## config.mk

```make
export PLATFORM = sky130hd
export DESIGN_NAME = mpdfa_ram
export DESIGN_NICKNAME = d
export VERILOG_FILES = /design/src/rtl/mpdfa_ram.sv
export SDC_FILE = /design/constraint.sdc
export NUM_CORES = 2
export LEC_CHECK = 0
export BUFFER_PORTS_ARGS = -buffer_cell sky130_fd_sc_hd__buf_4
export CAP_MARGIN = 15
export CORE_MARGIN = 10
export CORE_UTILIZATION = 40
export CTS_BUF_LIST = sky130_fd_sc_hd__clkbuf_2
export DETAILED_ROUTE_END_ITERATION = 12
export PLACE_DENSITY = 0.58
export SLEW_MARGIN = 20
export SYNTH_ARGS = -nofsm -noshare
export SYNTH_HDL_FRONTEND = slang
export SYNTH_SLANG_ARGS = --single-unit
```

## constraint.sdc

```tcl
create_clock -name clk -period 5.3 [get_ports clk]
set_clock_uncertainty 0.2 [all_clocks]
set_input_delay 0.795 -clock clk [delete_from_list [all_inputs] [get_ports clk]]
set_output_delay 0.795 -clock clk [all_outputs]
set_load 0.01 [all_outputs]
```

## src/rtl/mpdfa_ram.sv

```systemverilog
// Generic simple dual-port RAM: one write port, one read port, registered read.
// No dependencies.
module mpdfa_ram #(
  parameter int WIDTH = 8,
  parameter int DEPTH = 256
) (
  input  logic                     clk,
  input  logic                     we,
  input  logic [$clog2(DEPTH)-1:0] waddr,
  input  logic [WIDTH-1:0]         wdata,
  input  logic [$clog2(DEPTH)-1:0] raddr,
  output logic [WIDTH-1:0]         rdata
);

  logic [WIDTH-1:0] mem_r [DEPTH];
  logic [WIDTH-1:0] rdata_r;

  always_ff @(posedge clk) begin
    if (we) begin
      mem_r[waddr] <= wdata;
    end
    rdata_r <= mem_r[raddr];
  end

  assign rdata = rdata_r;

endmodule

```

==> Word level (Yosys, flattened, before mapping) <==
Memories as Yosys holds them, arrays and structs flattened. A register that Yosys moved wholly into a read port is not among the register bits.
Index checks and enable logic that the tools add are counted.
{ "classes": {"mux": 2} }
{ "op_table": {"columns": ["cell", "count"], "rows": [
  ["1-bit two-way mux", 2]
]} }
{ "totals": {"regBits": 0, "mem_bits_rw": 2048, "in_bits": 26, "output_inout_bits": 8, "word_cells": 3, "n_memories": 1} }
{ "memory_table": {"columns": ["memory", "words", "word_bits", "rd", "rd_ports_with_merged_regs", "wr", "line_no", "source"], "rows": [
  ["mem_r", 256, 8, 1, 1, 1, "15", "logic [WIDTH-1:0] mem_r [DEPTH];"]
]} }

==> Longest topological paths before layout <==
{ "logic_depth": {"depth_word": 2, "depth_mapped": 11, "mapped_depth_nobuf": 6} }

==> Worst setup path after synthesis <==
OpenSTA, ideal clock, no wires.
{ "synth_timing": {"path_type": "in2reg", "from": "in raddr[0]", "to": "reg rdata_r[2] (netlist: rdata[2]) (read register of mem_r)", "setup_ps": 131, "t_arrival_ps": 2602, "path_slack_ps": 2367, "cell_stages": 9, "n_path_buf": 4, "path_cell_list": "buf_6 > buf_12 > buf_8 > buf_2 > mux4_2 > a22oi_1 > a21oi_1 > nor4_1 > nor4_2"} }
{ "synth_rtl": {"columns": ["element", "line_no", "source"], "rows": [
  ["from (decl)", "11", "input logic [$clog2(DEPTH)-1:0] raddr,"],
  ["to (decl)", "16", "logic [WIDTH-1:0] rdata_r;"]
]} }

==> qor.yml <==
yosys_warnings: 0
hpwl_um: 122000
power_leakage_uw: 0.0282
crit_chain: "dlygate4sd3_1 > buf_4 > nor2b_1 > a211oi_1 > a311oi_1 > dlygate4sd3_1 > o221ai_1 > dlygate4sd3_1 > a211oi_2 > dlygate4sd3_1 > nor4_1 > dlygate4sd3_1"
power_frac_seq_pct: 59.5
rsz0062_at_grt: "false"
syn_area_per_cell_um2: 21.3
design_area_mm2: 0.0885
cp-startpoint: "raddr[3]"
crit_path_max_fanout: 23
critPathKind: "primary input to register"
synth-async-reset-ratio_pct: 0
hold_depth: 5
power_density_mw_per_mm2: 341
fp.dieW_um: 466
crit_top_cell: "dlygate4sd3_1"
post-cts-setup-buffer-count: 0
vias: 41000
outcome: "completed"
syn_nets: 3759
syn_to_final_growth_pct: 11.3
grt_max_degree: 153
synth_top_area_share_pct: 77.3
synth_edf_count: 2048
io_buffers: 33
drv_slew: 0
cts_tree: "done"
grt_pass1_wl_um: 299000
initial_core_util_pct: 40.3
row_count: 163
setup_tns_ns: 0
fmax_mhz: 207
finalHoldViolCount: 0
synth_area_leaders: "edfxtp_1 77%, mux4_2 13%, mux2i_1 1.7%"
period_minus_slack_ns: 4.83
drc: 0
crit_slowest_cell: "nor2b_1"
setup_ws_ns: 0.467
endpoint: "rdata[5]"
synth_top_area_cell: "edfxtp_1"
comb_power_share_pct: 5.7
drt-total-wl_um: 208000
cts_made_buffers: 535
drive_above_1_share_pct: 32.1
synth-seq-cells: 2056
viasPerCell: 5.63
cts.sinks: 2056
fillCellCount: 17100
power_uw: 30200
antenna_left: 0
drt-initial-drc-count: 4192
crit_required_ns: 6.72
r2r_start: "mem_r[34][5]"
yosysUniqueCellTypes: 55
tightest_slew_ns: 1.24
grt_usage_pct: 18.8
synthCells: 3733
clkPwrFrac_pct: 34.9
dp_slack_ns: 0.389
r2r_cells: 10
ys_seq_area_share_pct: 77.5
place_area_mm2: 0.0833
die_area_mm2: 0.217
nNetsFinal: 4324
routedWlPerCell_um: 28.6
die_y_um: 466
root_buffer: "clkbuf_2"
core-area_mm2: 0.198
gp_congestion: 0.801
grt-ovfl-total: 0
grt_pass1_vias: 42200
slowest_delay_ns: 0.90
switching_share_pct: 24.5
drv_cap: 0
finalSetupViolCount: 0
final_util_pct: 44.8
htree_levels: 6
ctsLongestPathBuffers: 4
cts.repair.resized: 0
clk-insertion-delay-late_ns: 1.83
synth_area_mm2: 0.0796
hold_class: "primary input to register"
period_share_pct: 91.2
clk_pin_slew_worst_paths_ns: 0.10
cp-end-kind: "register"
yosys_most_used_dff: "edfxtp_1"
power.internal_uw: 22800
r2r-end: "rdata[5]"
first_pass_iters: 5
setup.worst_path.start_class: "primary input"
cts_hold_buffers: 59
ir_drop_v: 0.000244
cp.arrival_ns: 6.26
rrSetupSlack_ns: 0.59
antenna_found_initial: 8
maxSlewHeadroom_pct: 17.1
pin_count: 34
power_switching_uw: 7380
[per-layer routing]
metal  wire, µm  track usage, %  up-vias
li1           -               -    17100
met1      87100            26.2    21700
met2      99700            29.4     1804
met3      16000            4.38      322
met4       4970            5.91        2
met5         12               0        -
[stage by stage]
| stage | cells | hold WS (ns) |
|---|---|---|
| global route | 7276 | 0.0339 |
| detailed placement | 6342 | 0.841 |
| floorplan | 3733 | 0.570 |
| finish | 7276 | 0.208 |
| CTS | 7265 | 0.0391 |
| global placement | 6341 | 0.872 |
[critical path: cells and delay by family]
kind	cells	cell delay (ns)
AND/OR/NAND/NOR	2	0.98
AO/OA/AOI/OAI	4	0.93
buffers and inverters	6	3.51
[cells by family (layout without fill, tap and decap cells)]
group | Yosys count | in the layout | synth area share [%]
AO/OA/AOI/OAI | 385 | 385 | 3.42
buffers and inverters | 235 | 1127 | 1.83
flip-flops | 2056 | 2056 | 77.5
other | 0 | 11 | 0
multiplexers | 591 | 591 | 14.6
AND/OR/NAND/NOR | 466 | 466 | 2.63
[sequential cells by signal (all words and copies together) (netlist names)]
name	cells
mem_r	2048
rdata	8
[cells in the mapped netlist, types with 10 or more instances]
cell type and count:
nand3_1 34, buf_6 21, edfxtp_1 2048, nor4_1 24, mux4_2 454, nor2_1 282
nand2_1 33, a221oi_1 13, nor3_1 22, buf_8 13, o22ai_1 28, mux2i_1 134
buf_4 27, a22oi_1 133, buf_2 31, clkbuf_1 111, a211oi_1 16, o211ai_1 10
nand4_1 10, o221ai_1 46, buf_1 22, o21ai_0 10, a21oi_1 96, nor2b_1 31
[area by class of cell]
type	count	area, µm²	share of cell area [%]
clock buffer	761	3810	4.30
sequential	2056	61700	69.6
antenna	11	27.5	0.0311
inverter	2	7.51	0.00848
clock inverter	103	664	0.750
multi-input combinational	1442	16500	18.7
timing repair buffer	261	2530	2.86
tap	2640	3300	3.73
[how the worst min path moves through the flow]
| stage | startpoint | to |
|---|---|---|
| after CTS | waddr[2] | mem_r[173][1] |
| after global routing | waddr[2] | mem_r[157][7] |
| after detailed placement | mem_r[32][5] | rdata[5] |
| final | waddr[2] | mem_r[173][3] |
| after floorplan | mem_r[40][3] | rdata[3] |
| after global placement | mem_r[40][3] | rdata[3] |
[power by group through the flow]
stage	combinational [µW]	clock, µW	sequential, µW
3_3_place_gp	1640	0	18300
5_1_grt	1800	11700	17900
2_1_floorplan	871	0	18300
6_report	1710	10500	17900
3_5_place_dp	1650	0	18300
4_1_cts	1730	10800	17900
[layout by cell type (no fill, tap or decap), types with 6 or more instances in the layout]
master,count
buf_4,173
clkinv_1,72
o211ai_1,10
a22o_1,8
a21oi_1,95
mux4_2,454
bufinv_16,10
o21ai_0,10
o22ai_1,28
mux2i_1,134
nor2_1,279
inv_2,12
o221ai_1,46
buf_16,6
nand2_1,33
nor4_1,20
nand4_1,10
a221oi_1,13
clkbuf_2,761
edfxtp_1,2048
a211oi_1,15
nor2b_1,28
nand2b_1,8
dlygate4sd3_1,52
and2_1,6
nor4_2,7
diode_2,11
nand3_1,31
a22oi_1,133
clkinv_2,9
buf_12,20
dfxtp_1,8
nor3_1,22
buf_8,10
Power figures use the tool's default switching activity.
